## src/rtl/assert_macros.svh

```systemverilog
// Assertion helpers shared by the RTL. Synthesis builds define SYNTH to drop them.
`ifndef ASSERT_MACROS_SVH
`define ASSERT_MACROS_SVH

`ifndef SYNTH

// Condition that must hold at every clock edge out of reset.
`define ASSERT_ALWAYS(label, clk, rst_n, cond) \
    label: assert property (@(posedge clk) disable iff (!rst_n) (cond)) \
        else $error("assertion failed");

// Implication checked in the same cycle.
`define ASSERT_IMPLY(label, clk, rst_n, ante, cons) \
    label: assert property (@(posedge clk) disable iff (!rst_n) (ante) |-> (cons)) \
        else $error("assertion failed");

// Implication checked in the next cycle.
`define ASSERT_NEXT(label, clk, rst_n, ante, cons) \
    label: assert property (@(posedge clk) disable iff (!rst_n) (ante) |=> (cons)) \
        else $error("assertion failed");

`else

`define ASSERT_ALWAYS(label, clk, rst_n, cond)
`define ASSERT_IMPLY(label, clk, rst_n, ante, cons)
`define ASSERT_NEXT(label, clk, rst_n, ante, cons)

`endif

`endif

```

## src/rtl/tlvst_pkg.sv

```systemverilog
package tlvst_pkg;

    localparam int TYPE_W   = 16;
    localparam int LEN_W    = 16;
    localparam int VOFF_W   = 24;
    localparam int STAT_W   = 2;
    localparam int COUNT_W  = 16;
    localparam int BYTE_W   = 8;
    localparam int HDR_W    = 24;
    localparam int TDATA_W  = 80;

    localparam logic [COUNT_W-1:0] MAX_TOKENS_RESET = 16'd16;

    // Result queue depth; must leave room for two results per transaction.
    localparam int QDEPTH   = 4;
    localparam int QPTR_W   = $clog2(QDEPTH);
    localparam int QCNT_W   = $clog2(QDEPTH + 1);

    typedef enum logic [STAT_W-1:0] {
        ST_OK       = 2'd0,
        ST_OVERFLOW = 2'd1,
        ST_BADLEN   = 2'd2
    } status_t;

    typedef struct packed {
        logic               is_summary;
        logic [TYPE_W-1:0]  token_type;
        logic [LEN_W-1:0]   token_length;
        logic [VOFF_W-1:0]  value_offset;
        logic [STAT_W-1:0]  status;
        logic [COUNT_W-1:0] token_count;
    } result_t;

    // Up to two results produced by one input byte, in delivery order.
    typedef struct packed {
        logic    v0;
        logic    v1;
        result_t r0;
        result_t r1;
    } push_t;

endpackage

```

## src/rtl/tlvst_parser.sv

```systemverilog
`include "assert_macros.svh"

module tlvst_parser
    import tlvst_pkg::*;
#(
    parameter int OFFSET_BITS = 24
)(
    input  logic               clk,
    input  logic               rst_n,
    input  logic               cfg_we,
    input  logic [COUNT_W-1:0] cfg_wdata,
    input  logic               in_accept,
    input  logic [BYTE_W-1:0]  in_byte,
    input  logic               in_final,
    output push_t              push
);

    typedef enum logic [2:0] {
        PH_HDR0   = 3'd0,
        PH_HDR1   = 3'd1,
        PH_HDR2   = 3'd2,
        PH_HDR3   = 3'd3,
        PH_VALUE  = 3'd4,
        PH_IGNORE = 3'd5
    } phase_t;

    phase_t                 phase_reg, phase_next;
    logic [HDR_W-1:0]       header_shift_reg, header_shift_next;
    logic [TYPE_W-1:0]      record_type_reg, record_type_next;
    logic [LEN_W-1:0]       record_length_reg, record_length_next;
    logic [LEN_W-1:0]       value_remaining_reg, value_remaining_next;
    logic [OFFSET_BITS-1:0] byte_offset_reg, byte_offset_next;
    logic [OFFSET_BITS-1:0] value_start_reg, value_start_next;
    logic [COUNT_W-1:0]     tokens_seen_reg, tokens_seen_next;
    logic [STAT_W-1:0]      error_status_reg, error_status_next;
    logic [COUNT_W-1:0]     max_tokens_reg;

    logic [OFFSET_BITS-1:0]        next_off;
    logic [LEN_W-1:0]              hdr_length;
    logic                          tok_fire;
    logic [STAT_W-1:0]             final_status;
    logic [OFFSET_BITS+VOFF_W-1:0] start_wide;
    result_t                       tok_res;
    result_t                       sum_res;

    always_comb
    begin
        next_off = (byte_offset_reg == {OFFSET_BITS{1'b1}}) ? byte_offset_reg
                                                             : byte_offset_reg + 1'b1;
        hdr_length = {header_shift_reg[BYTE_W-1:0], in_byte};

        phase_next           = phase_reg;
        header_shift_next    = header_shift_reg;
        record_type_next     = record_type_reg;
        record_length_next   = record_length_reg;
        value_remaining_next = value_remaining_reg;
        value_start_next     = value_start_reg;
        error_status_next    = error_status_reg;
        tok_fire             = 1'b0;

        case (phase_reg)
            PH_HDR0, PH_HDR1, PH_HDR2:
            begin
                header_shift_next = {header_shift_reg[HDR_W-BYTE_W-1:0], in_byte};
                phase_next        = phase_t'(phase_reg + 3'd1);
            end
            PH_HDR3:
            begin
                if (tokens_seen_reg >= max_tokens_reg)
                begin
                    error_status_next = ST_OVERFLOW;
                    phase_next        = PH_IGNORE;
                end
                else
                begin
                    record_type_next   = header_shift_reg[HDR_W-1:BYTE_W];
                    record_length_next = hdr_length;
                    value_start_next   = next_off;
                    header_shift_next  = '0;
                    if (hdr_length == '0)
                    begin
                        tok_fire   = 1'b1;
                        phase_next = PH_HDR0;
                    end
                    else
                    begin
                        value_remaining_next = hdr_length;
                        phase_next           = PH_VALUE;
                    end
                end
            end
            PH_VALUE:
            begin
                value_remaining_next = value_remaining_reg - 1'b1;
                if (value_remaining_reg == LEN_W'(1))
                begin
                    tok_fire   = 1'b1;
                    phase_next = PH_HDR0;
                end
            end
            default:
            begin
                // Ignoring everything up to the final byte.
            end
        endcase

        byte_offset_next = next_off;
        tokens_seen_next = tok_fire ? tokens_seen_reg + 1'b1 : tokens_seen_reg;

        if (phase_next == PH_VALUE && error_status_next == ST_OK)
            final_status = ST_BADLEN;
        else
            final_status = error_status_next;

        // Low bits of the value start, zero-extended when the offset is narrow.
        start_wide = {{VOFF_W{1'b0}}, value_start_next};

        tok_res              = '0;
        tok_res.token_type   = record_type_next;
        tok_res.token_length = record_length_next;
        tok_res.value_offset = start_wide[VOFF_W-1:0];

        sum_res             = '0;
        sum_res.is_summary  = 1'b1;
        sum_res.status      = final_status;
        sum_res.token_count = tokens_seen_next;

        push.v0 = in_accept && (tok_fire || in_final);
        push.v1 = in_accept && tok_fire && in_final;
        push.r0 = tok_fire ? tok_res : sum_res;
        push.r1 = sum_res;
    end

    always_ff @(posedge clk or negedge rst_n)
    begin
        if (!rst_n)
        begin
            phase_reg           <= PH_HDR0;
            header_shift_reg    <= '0;
            record_type_reg     <= '0;
            record_length_reg   <= '0;
            value_remaining_reg <= '0;
            byte_offset_reg     <= '0;
            value_start_reg     <= '0;
            tokens_seen_reg     <= '0;
            error_status_reg    <= ST_OK;
            max_tokens_reg      <= MAX_TOKENS_RESET;
        end
        else
        begin
            if (cfg_we)
                max_tokens_reg <= cfg_wdata;
            if (in_accept)
            begin
                if (in_final)
                begin
                    // End of payload: the next byte starts a fresh parse.
                    phase_reg           <= PH_HDR0;
                    header_shift_reg    <= '0;
                    record_type_reg     <= '0;
                    record_length_reg   <= '0;
                    value_remaining_reg <= '0;
                    byte_offset_reg     <= '0;
                    value_start_reg     <= '0;
                    tokens_seen_reg     <= '0;
                    error_status_reg    <= ST_OK;
                end
                else
                begin
                    phase_reg           <= phase_next;
                    header_shift_reg    <= header_shift_next;
                    record_type_reg     <= record_type_next;
                    record_length_reg   <= record_length_next;
                    value_remaining_reg <= value_remaining_next;
                    byte_offset_reg     <= byte_offset_next;
                    value_start_reg     <= value_start_next;
                    tokens_seen_reg     <= tokens_seen_next;
                    error_status_reg    <= error_status_next;
                end
            end
        end
    end

    `ASSERT_IMPLY(a_value_nonzero, clk, rst_n, phase_reg == PH_VALUE, value_remaining_reg != '0)
    `ASSERT_NEXT(a_final_clears, clk, rst_n, in_accept && in_final, phase_reg == PH_HDR0 && tokens_seen_reg == '0)
    `ASSERT_IMPLY(a_pair_order, clk, rst_n, push.v1, push.v0 && !push.r0.is_summary && push.r1.is_summary)

endmodule

```

## src/rtl/tlvst_queue.sv

```systemverilog
`include "assert_macros.svh"

module tlvst_queue
    import tlvst_pkg::*;
(
    input  logic    clk,
    input  logic    rst_n,
    input  push_t   push,
    output logic    space_two,
    output logic    head_valid,
    output result_t head,
    input  logic    pop
);

    result_t             mem [QDEPTH];
    logic [QPTR_W-1:0]   wr_ptr_reg, wr_ptr_next;
    logic [QPTR_W-1:0]   rd_ptr_reg, rd_ptr_next;
    logic [QCNT_W-1:0]   count_reg, count_next;
    logic [QCNT_W-1:0]   push_cnt;
    logic                do_pop;

    always_comb
    begin
        push_cnt    = QCNT_W'(push.v0) + QCNT_W'(push.v1);
        do_pop      = pop && (count_reg != '0);
        wr_ptr_next = wr_ptr_reg + QPTR_W'(push_cnt);
        rd_ptr_next = do_pop ? rd_ptr_reg + 1'b1 : rd_ptr_reg;
        count_next  = count_reg + push_cnt - QCNT_W'(do_pop);
    end

    assign space_two  = (count_reg <= QCNT_W'(QDEPTH - 2));
    assign head_valid = (count_reg != '0);
    assign head       = mem[rd_ptr_reg];

    always_ff @(posedge clk)
    begin
        if (push.v0)
            mem[wr_ptr_reg] <= push.r0;
        if (push.v1)
            mem[wr_ptr_reg + 1'b1] <= push.r1;
    end

    always_ff @(posedge clk or negedge rst_n)
    begin
        if (!rst_n)
        begin
            wr_ptr_reg <= '0;
            rd_ptr_reg <= '0;
            count_reg  <= '0;
        end
        else
        begin
            wr_ptr_reg <= wr_ptr_next;
            rd_ptr_reg <= rd_ptr_next;
            count_reg  <= count_next;
        end
    end

    `ASSERT_ALWAYS(a_count_bound, clk, rst_n, count_reg <= QCNT_W'(QDEPTH))
    `ASSERT_IMPLY(a_no_overrun, clk, rst_n, push_cnt != '0, {1'b0, count_reg} + {1'b0, push_cnt} <= (QCNT_W+1)'(QDEPTH))
    `ASSERT_NEXT(a_pop_only, clk, rst_n, do_pop && push_cnt == '0, count_reg == $past(count_reg) - 1'b1)

endmodule

```

## src/rtl/tlv_stream_tokenizer.sv

```systemverilog
// TLV stream tokenizer.
// The slave stream carries the payload one byte per transaction; s_tlast marks its
// final byte. Records are a big-endian 16-bit type, a big-endian 16-bit length and
// that many value bytes. The master stream returns token transactions (m_tlast low)
// when a value completes, or on the fourth header byte for a zero length, and one
// summary transaction (m_tlast high) after the final byte with the status and count.
// A byte is parsed in the cycle it is accepted; its results enter a four-entry result
// queue and appear on the master side. A byte may be accepted every cycle s_tready
// is high; a byte that closes both a token and the payload yields two transactions
// and, if the master side keeps up, the queue absorbs the extra one. s_tready is low
// only while fewer than two queue entries are free, which is what a stalled receiver
// causes: results are held in order, none dropped, and the input waits. The user must
// write max_tokens through cfg_we/cfg_wdata only while idle; the block does not
// enforce it. Reset clears the parse state and the queue and sets max_tokens to 16.
module tlv_stream_tokenizer
    import tlvst_pkg::*;
#(
    parameter int OFFSET_BITS = 24
)(
    input  logic                clk,
    input  logic                rst_n,
    input  logic                cfg_we,
    input  logic [COUNT_W-1:0]  cfg_wdata,   // max_tokens
    input  logic                s_tvalid,
    output logic                s_tready,
    input  logic [BYTE_W-1:0]   s_tdata,     // payload_byte
    input  logic                s_tlast,     // final_byte
    output logic                m_tvalid,
    input  logic                m_tready,
    // token_type, token_length, value_offset, status, token_count, zero fill
    output logic [TDATA_W-1:0]  m_tdata,
    output logic                m_tlast      // is_summary
);

    push_t   push;
    result_t head;
    logic    space_two;
    logic    in_accept;

    assign s_tready  = space_two;
    assign in_accept = s_tvalid && space_two;

    tlvst_parser #(
        .OFFSET_BITS (OFFSET_BITS)
    ) u_parser (
        .clk       (clk),
        .rst_n     (rst_n),
        .cfg_we    (cfg_we),
        .cfg_wdata (cfg_wdata),
        .in_accept (in_accept),
        .in_byte   (s_tdata),
        .in_final  (s_tlast),
        .push      (push)
    );

    tlvst_queue u_queue (
        .clk        (clk),
        .rst_n      (rst_n),
        .push       (push),
        .space_two  (space_two),
        .head_valid (m_tvalid),
        .head       (head),
        .pop        (m_tready)
    );

    // Fields packed from the lowest bit up; the top bits are zero.
    assign m_tdata = {6'b0, head.token_count, head.status, head.value_offset,
                      head.token_length, head.token_type};
    assign m_tlast = head.is_summary;

endmodule
```

## config.mk

```make
export PLATFORM = sky130hd
export DESIGN_NAME = tlv_stream_tokenizer
export DESIGN_NICKNAME = d
export VERILOG_FILES = /design/src/rtl/tlvst_pkg.sv /design/src/rtl/tlvst_parser.sv /design/src/rtl/tlvst_queue.sv /design/src/rtl/tlv_stream_tokenizer.sv
export VERILOG_INCLUDE_DIRS = /design/src /design/src/rtl
export SDC_FILE = /design/constraint.sdc
export NUM_CORES = 1
export LEC_CHECK = 0
export ABC_AREA = 1
export BUFFER_PORTS_ARGS = -buffer_cell sky130_fd_sc_hd__buf_2
export CORE_ASPECT_RATIO = 1.5
export CORE_MARGIN = 4
export CORE_UTILIZATION = 56
export CTS_CLUSTER_DIAMETER = 200
export DETAILED_ROUTE_END_ITERATION = 10
export PLACE_DENSITY = 0.76
export SLEW_MARGIN = 40
export SYNTH_ARGS = -nofsm -noshare
export SYNTH_HDL_FRONTEND = slang
export SYNTH_HIERARCHICAL = 1
export SYNTH_SLANG_ARGS = --single-unit
```

## constraint.sdc

```tcl
create_clock -name clk -period 4.8 [get_ports clk]
set_input_delay 0.48 -clock clk [delete_from_list [all_inputs] [get_ports clk]]
set_output_delay 0.48 -clock clk [all_outputs]
set_load 0.05 [all_outputs]
```

# Word-level counts from Yosys, hierarchy flattened
# Memories as Yosys holds them, arrays and structs flattened.
# Cells that the tools add are included.
dict set report totals {
  regBits 164
  latch_bits 0
  ram_bits 300
  mem_bits_ro 0
  in_bits 30
  output_inout_bits 83
  memories 1
}
# name depth width rd rd_ports_with_merged_regs write_ports line_no
set mem_list {}
lappend mem_list {u_queue.mem 4 75 1 0 2 tlvst_queue.sv:15} ;# result_t mem [QDEPTH];
dict set report op_classes {
  addsub 10
  mul 0
  n_div 0
  magnitude_cmp 2
  n_eq_ne 9
  shifts 0
  muxes 38
  bitwise 0
  reduce_logical 16
}
# operator n
set op_table {}
lappend op_table {{16-bit two-way mux} 11}
lappend op_table {{24-bit two-way mux} 7}
lappend op_table {{75-bit two-way mux} 1}
lappend op_table {{24-bit one-hot mux with 2 select lines} 1}
lappend op_table {{16-bit one-hot mux with 2 select lines} 1}
lappend op_table {{24-bit by 1-bit adder with 24-bit output (second input constant)} 1}
lappend op_table {{24-bit == test (second input constant)} 1}
lappend op_table {{16-bit by 1-bit adder with 16-bit output (second input constant)} 1}
lappend op_table {{16-bit by 1-bit == test with 1-bit output (second input constant)} 1}
lappend op_table {{16-bit >= comparator} 1}
lappend op_table {{16-bit logical NOT} 1}
lappend op_table {{16-bit by 1-bit subtractor with 16-bit output (second input constant)} 1}
lappend op_table {{3-bit two-way mux} 4}
lappend op_table {{3-bit one-hot mux with 3 select lines} 1}
lappend op_table {{3-bit nonzero test} 3}
lappend op_table {{2-bit two-way mux} 4}
lappend op_table {{1-bit two-way mux} 7}
lappend op_table {{3-bit by 2-bit == test with 1-bit output (second input constant)} 2}
lappend op_table {{3-bit == test (second input constant)} 2}
lappend op_table {{1-bit logical AND} 6}
lappend op_table {{3-bit != test (second input constant)} 2}
lappend op_table {{2-bit by 1-bit adder with 2-bit output (second input constant)} 2}
lappend op_table {{4-bit AND reduction} 1}
lappend op_table {{3-bit by 1-bit adder with 3-bit output (second input constant)} 1}
lappend op_table {{12 further kinds} 12}

# Depth between registers and ports, before layout
# Gate-level depths: netlist (run 1).
dict set report depth {
  ltp_word 9
  ltp_mapped 26
}

# Hierarchy
# Netlist (run 1), hierarchy kept.
# module n_inst cells_each area_per_inst_um2
set by_module_without_submodules {}
lappend by_module_without_submodules {tlvst_queue 1 1751 15394.8}
lappend by_module_without_submodules {tlvst_parser 1 1369 10027.1}
lappend by_module_without_submodules {tlv_stream_tokenizer 1 9 56.3}

# Least setup slack after synthesis (run 1)
# Ideal clock, no wire load.
dict set report synth_path {
  kind {reg2reg}
  from {register u_queue.count_reg[0]}
  to {memory u_queue/mem[3][0] (netlist bit) (enable)}
  arrival_ps 4221
  path_slack_ps 144
  path_stages_with_launch 10
  n_path_buf 2
  period_less_slack_ps 4656
  cell_sequence {dfrtp_1 > a21oi_1 > nand2_1 > inv_1 > clkbuf_1 > nand2_1 > nor2_1 > nand3_1 > clkbuf_1 > nand2_1}
}
# element line_no
set synth_lines {}
lappend synth_lines {{start: declaration} tlvst_queue.sv:18} ;# logic [QCNT_W-1:0] count_reg, count_next;
lappend synth_lines {{start signal: assignment} tlvst_queue.sv:55} ;# count_reg <= count_next;
lappend synth_lines {{end: declaration} tlvst_queue.sv:15}

==> results of run 1 <==
-- path summary, 6_finish.rpt --
kind | start | end | slack (ns)
max in group asynchronous | rst_n | u_parser/value_start_reg[15]$_DFFE_PN0P_ | 3.33
worst min register to register | u_parser/value_start_reg[18]$_DFFE_PN0P_ | u_parser/value_start_reg[18]$_DFFE_PN0P_ | 0.48
min in group asynchronous | rst_n | u_parser/tokens_seen_reg[4]$_DFFE_PN0P_ | 0.49
worst max register to register | u_parser/tokens_seen_reg[11]$_DFFE_PN0P_ | u_queue/count_reg[2]$_DFF_PN0_ | 0.70
worst max-delay path | u_parser/tokens_seen_reg[11]$_DFFE_PN0P_ | u_queue/count_reg[2]$_DFF_PN0_ | 0.70
worst min-delay path | cfg_wdata[5] | u_parser/max_tokens_reg[5]$_DFFE_PN0P_ | 0.14
-- per-stage QoR --
stage	hold slack, ns	instances	util	instance area [sq um]
floorplan	0.184	3189	-	25700
global placement	0.456	3667	0.577	25900
detailed placement	0.471	3667	0.578	26000
CTS	0.133	3747	0.609	27300
global route	0.158	3747	0.609	27400
finish	0.145	3747	0.609	27400
-- synthesized netlist by cell type (all sizes together) --
master,number
clkbuf,81
nand2,911
a21boi,1
nand4,17
nor2,230
a211oi,1
o22ai,30
or2,45
a22o,2
nor4,2
conb,3
mux2,1
edfxtp,300
o21ai,627
nand2b,1
buf,157
xor2,32
o221ai,1
inv,357
nand3,68
o21a,1
o211ai,11
dfrtp,163
xnor2,4
fa,1
clkinv,1
nand3b,1
a21oi,25
dfstp,1
and2,1
and2b,1
nor3,21
ha,31
-- logic make-up (layout without fill, tap and decap cells) --
family                     Yosys count  after routing  synth area share
DFF                                464            464             0.515
and+or+nand+nor                   1298           1298             0.207
other                                3             63          0.000442
xor gates and xnor gates            36             36            0.0124
AOI/OAI and AO/OA                  699            699             0.141
muxes                                1              1          0.000442
buffers and inverters              596            572             0.107
adders and majority gates           32             32            0.0160
-- critical path: stages (launching register included) --
cell     delay, ns
dfrtp_1       0.45
ha_1          0.36
a21oi_1       0.15
o21ai_1       0.13
a21oi_4       0.20
nand4_2       0.17
nand2_4       0.17
inv_4         0.05
nor2_1        0.64
ha_1          0.39
inv_1         0.07
ha_1          0.22
inv_1         0.06
ha_1          0.14
inv_1         0.05
fa_1          0.47
xnor2_1       0.15
nand2_1       0.06
nand2_1       0.05
-- area by class of cell --
type	instances	share of cell area
clock buffer	59	0.0452
clock inverter	20	0.00531
inverter	358	0.0495
multi-input combinational	2129	0.363
sequential	464	0.480
tap	582	0.0266
timing repair buffer	135	0.0310
-- power by group through the flow --
stage / clock network [uW] / registers (uW) / logic [uW]
2_1_floorplan: 0 / 5110 / 4450
3_3_place_gp: 0 / 5210 / 5690
3_5_place_dp: 0 / 5240 / 5800
4_1_cts: 3420 / 5160 / 5820
5_1_grt: 3580 / 5220 / 6340
6_report: 3390 / 5170 / 5820
-- cell usage in the layout (no fill, tap or decap), types with 16 or more instances in the layout --
cell type,n
o21ai_1,94
xor2_1,32
inv_2,30
nand2_1,901
a21oi_1,24
conb_1,63
nor2_1,226
nand3_1,60
o22ai_1,30
ha_1,31
edfxtp_1,300
or2_1,43
dfrtp_1,162
clkbuf_16,45
buf_4,18
inv_1,323
o21ai_0,532
buf_2,105
nand4_1,16
-- layer usage --
layer	share of wire	vias up
met1	0.39	9637
met3	0.071	150
li1	-	10000
met5	0	-
met2	0.50	859
met4	0.035	0
==> impl_metrics.ini, run 1 <==
[finish]
syn2layout_area_growth_pct = 7.35
largest_reg_flops = 300
multiInputGateArea_sq_um = 9920
drive_above_1_share = 0.0840
area.sequential_sq_um = 13100
fillers = 3780
n_antenna_cell = 0
fin_nets = 3193
regMostFlops = u_queue/mem

[drt]
vias = 20700
wl_per_cell_microns = 16.9
dr.first_iter.drc_count = 2065
wirelength_mm = 63.3
avgViaCountPerCell = 5.52
firstDrtPassIters = 6
drc = 0
antenna_left = 0

[yosys]
synth_top_area_cell = edfxtp_1
synth_top_area_frac = 0.354
synth-seq-cells = 464
syn_area_per_cell_sq_um = 8.14
yosysSeqAreaShare = 0.515
yosysUniqueCellTypes = 52
synth-warning-count = 6
netlist_area_sq_um = 25500
syn_inst = 3129
synthTopCellsByArea = edfxtp_1, dfrtp_1, nand2_1

[sta]
clock_skew_ns = 0.0168
setup_viol = 0
fin_setup_tns_ns = 0
rsz0062_at_grt = no
setup_ws_ns = 0.702
fmax_mhz = 244
slew_violations = 0
fin_crit_sh = 0.854
tightest_slew_ns = 0.912
relSlewSlack = 0.392
fin_crit_ns = 4.10
hold_violations = 0

[worst_setup_path]
reg2reg_depth = 18
crit_fanout = 10
arrival_ns = 4.54
start_kind = flip-flop
required_ns = 5.24
critPathKind = reg -> reg
worst_setup_path_end_kind = flip-flop

[job]
maxCapViolations = 0

[floorplanning]
num_rows = 95
die_h_microns = 269
start_util = 0.567
dieArea_sq_um = 49000
chipWidth_microns = 182
core_sq_um = 44900
pin_count = 113

[grt]
grt-ovfl-total = 0
grt_max_degree = 195
grt_pass1_vias = 20200
grt.met1_usage = 0.314
grt_use_met2 = 0.446
grt_usage = 0.252
antenna_found_initial = 0
grt-busiest-layer = met2
grt_pass1_wl_mm = 101
met3_usage = 0.0309

[clock_network]
holdBufCountCts = 1
cts.repair.resized = 0
clock_tree.root_cell = clkbuf_16
cts_buffer_depth = 3
clkTransAtPathRegs_ns = 0.06
htree_levels = 2
cts_setup_buffers = 0
cts_tree = built
cts_sinks = 464
cts_inserted_buffers = 43
clk_latency_ns = 0.56

[power_and_ir_drop]
switching_share = 0.438
p_leak_uw = 0.0115
total_power_uw = 14400
p_per_area_nw_per_um2 = 526
max-vdd-ir-drop_mv = 0.303
clkPwrFrac = 0.236
p_sw_uw = 6300
internal_power_uw = 8080
seqPwrFrac = 0.360
pwr-share-comb = 0.405

[placement]
io_buffers = 106
place_worst_setup_slack_ns = 0.743
hpwl_mm = 39.4
gp_congestion = 0.943

[run_status]
status = completed

[hold_path]
hold_path_depth = 3
holdCritPathClass = in -> reg
(Power assumes the default switching activity.)
==> run 2, diff against run 1 <==
--- a/config.mk
+++ b/config.mk
@@ -14,6 +14,7 @@
 export CTS_CLUSTER_DIAMETER = 200
 export DETAILED_ROUTE_END_ITERATION = 10
 export PLACE_DENSITY = 0.76
+export REMOVE_ABC_BUFFERS = 1
 export SLEW_MARGIN = 40
 export SYNTH_ARGS = -nofsm -noshare
 export SYNTH_HDL_FRONTEND = slang
==> run 2 against run 1 <==
  * Routed wire length decreased by 0.42%
  * Register-to-register slack better by 0.12 ns
  * Sequential share of layout area shrank 0.35 points
  * Utilization up 0.44 points
  * Setup slack better by 0.12 ns
  * Critical path type unchanged
==> impl_metrics.ini, run 2 (synthesis gave the netlist of run 1 again) <==
[grt]
grt_pass1_wl_mm = 102
grt_pass1_vias = 20900
grt_max_degree = 228
grt.met1_usage = 0.294
antenna_found_initial = 3
grt_use_met2 = 0.465
grt-ovfl-total = 0
met3_usage = 0.0263
grt_usage = 0.251
grt-busiest-layer = met2

[power_and_ir_drop]
p_leak_uw = 0.0116
max-vdd-ir-drop_mv = 0.574
p_per_area_nw_per_um2 = 528

[sta]
fin_crit_ns = 3.98
fin_hold_ws_ns = 0.125
relSlewSlack = 0.471
fin_crit_sh = 0.830
fmax_mhz = 251
setup_viol = 0
fin_setup_tns_ns = 0
tightest_slew_ns = 0.793
slew_violations = 0
hold_violations = 0
clock_skew_ns = 0.0313
rsz0062_at_grt = no

[drt]
firstDrtPassIters = 6
vias = 20800
antenna_left = 0
drc = 0
avgViaCountPerCell = 5.54
wirelength_mm = 63.1
wl_per_cell_microns = 16.8
dr.first_iter.drc_count = 1791

[placement]
io_buffers = 106
hpwl_mm = 38.7
placed_area_sq_um = 26000
gp_congestion = 0.902

[worst_setup_path]
worst_setup_path_end_kind = flip-flop
crit_fanout = 28
critPathKind = reg -> reg
required_ns = 5.25
arrival_ns = 4.43
start_kind = flip-flop

[finish]
largest_reg_flops = 300
multiInputGateArea_sq_um = 9920
fin_nets = 3195
fillers = 3831
drive_above_1_share = 0.0865
final_cell_mix = nand2_1, o21ai_0, inv_1
syn2layout_area_growth_pct = 8.13
layout_commonest_cell = nand2_1
design_area_sq_um = 27500
area.sequential_sq_um = 13100
regMostFlops = u_queue/mem

[clock_network]
clkTransAtPathRegs_ns = 0.06
cts_sinks = 464
cts_buffer_depth = 3
cts.repair.resized = 0
cts_tree = built
cts_inserted_buffers = 43
clock_tree.root_cell = clkbuf_16
clk_latency_ns = 0.57
holdBufCountCts = 1
htree_levels = 2
cts_setup_buffers = 0

[floorplanning]
num_rows = 95
dieArea_sq_um = 49000
pin_count = 113
core_sq_um = 44900
chipWidth_microns = 182
start_util = 0.567
die_h_microns = 269

[run_status]
status = completed

[hold_path]
holdCritPathClass = in -> reg

[job]
maxCapViolations = 0
run 2: final timing paths:
| path | start | to | slack (ns) | depth (start not counted) |
|---|---|---|---|---|
| max reg2reg | u_parser/tokens_seen_reg[3]$_DFFE_PN0P_ | u_queue/count_reg[2]$_DFF_PN0_ | 0.82 | 22 |
| max in group asynchronous | rst_n | u_parser/value_start_reg[23]$_DFFE_PN0P_ | 3.41 | 3 |
| max | u_parser/tokens_seen_reg[3]$_DFFE_PN0P_ | u_queue/count_reg[2]$_DFF_PN0_ | 0.82 | 22 |
| min reg2reg | u_parser/value_start_reg[18]$_DFFE_PN0P_ | u_parser/value_start_reg[18]$_DFFE_PN0P_ | 0.48 | 2 |
| min in group asynchronous | rst_n | u_parser/tokens_seen_reg[14]$_DFFE_PN0P_ | 0.47 | 2 |
| min | cfg_wdata[10] | u_parser/max_tokens_reg[10]$_DFFE_PN0P_ | 0.12 | 3 |
run 2: worst max-delay path: stages (launching register included):
cell and delay, ns:
dfrtp_1 0.45, ha_1 0.35, nand2_1 0.07, nand2_1 0.05, nor2_1 0.11, nand2_1 0.07, nand2_1 0.06, nand2_1 0.07
nand2_2 0.14, nand4_2 0.17, nand2_4 0.18, inv_4 0.14, a21oi_1 0.37, ha_1 0.32, inv_1 0.06, ha_1 0.22
inv_1 0.06, ha_1 0.14, inv_1 0.06, fa_1 0.47, xor2_1 0.16, nand2_1 0.07, nand2_1 0.05
run 2: stage by stage:
stage                     cells  power, uW  worst slack, ns   util
after global placement     3668      10900             1.05  0.579
after CTS                  3749      14600            0.864  0.612
after detailed placement   3668      11000            0.883  0.580
final                      3753      14500            0.818  0.613
after global routing       3753      15300            0.535  0.613
after floorplan            2951       9390            -3.17      -
run 2: final cells by class:
cell class | count | area share
antenna | 3 | 0.000273
clock buffer | 61 | 0.0456
clock inverter | 19 | 0.00740
inverter | 358 | 0.0491
multi-input combinational | 2129 | 0.360
sequential | 464 | 0.476
tap | 582 | 0.0264
timing repair buffer | 137 | 0.0348
run 2: layer usage:
| layer | wire length (microns) | share of wire | vias up |
|---|---|---|---|
| li1 | - | - | 10000 |
| met1 | 24200 | 0.38 | 9869 |
| met2 | 33200 | 0.53 | 714 |
| met3 | 3220 | 0.051 | 159 |
| met4 | 2440 | 0.039 | 0 |
| met5 | 0 | 0 | - |
run 2: report_power, final:
group / switching (uW) / internal (uW)
logic: 4470 / 1390
clock network: 1500 / 2050
registers: 317 / 4800
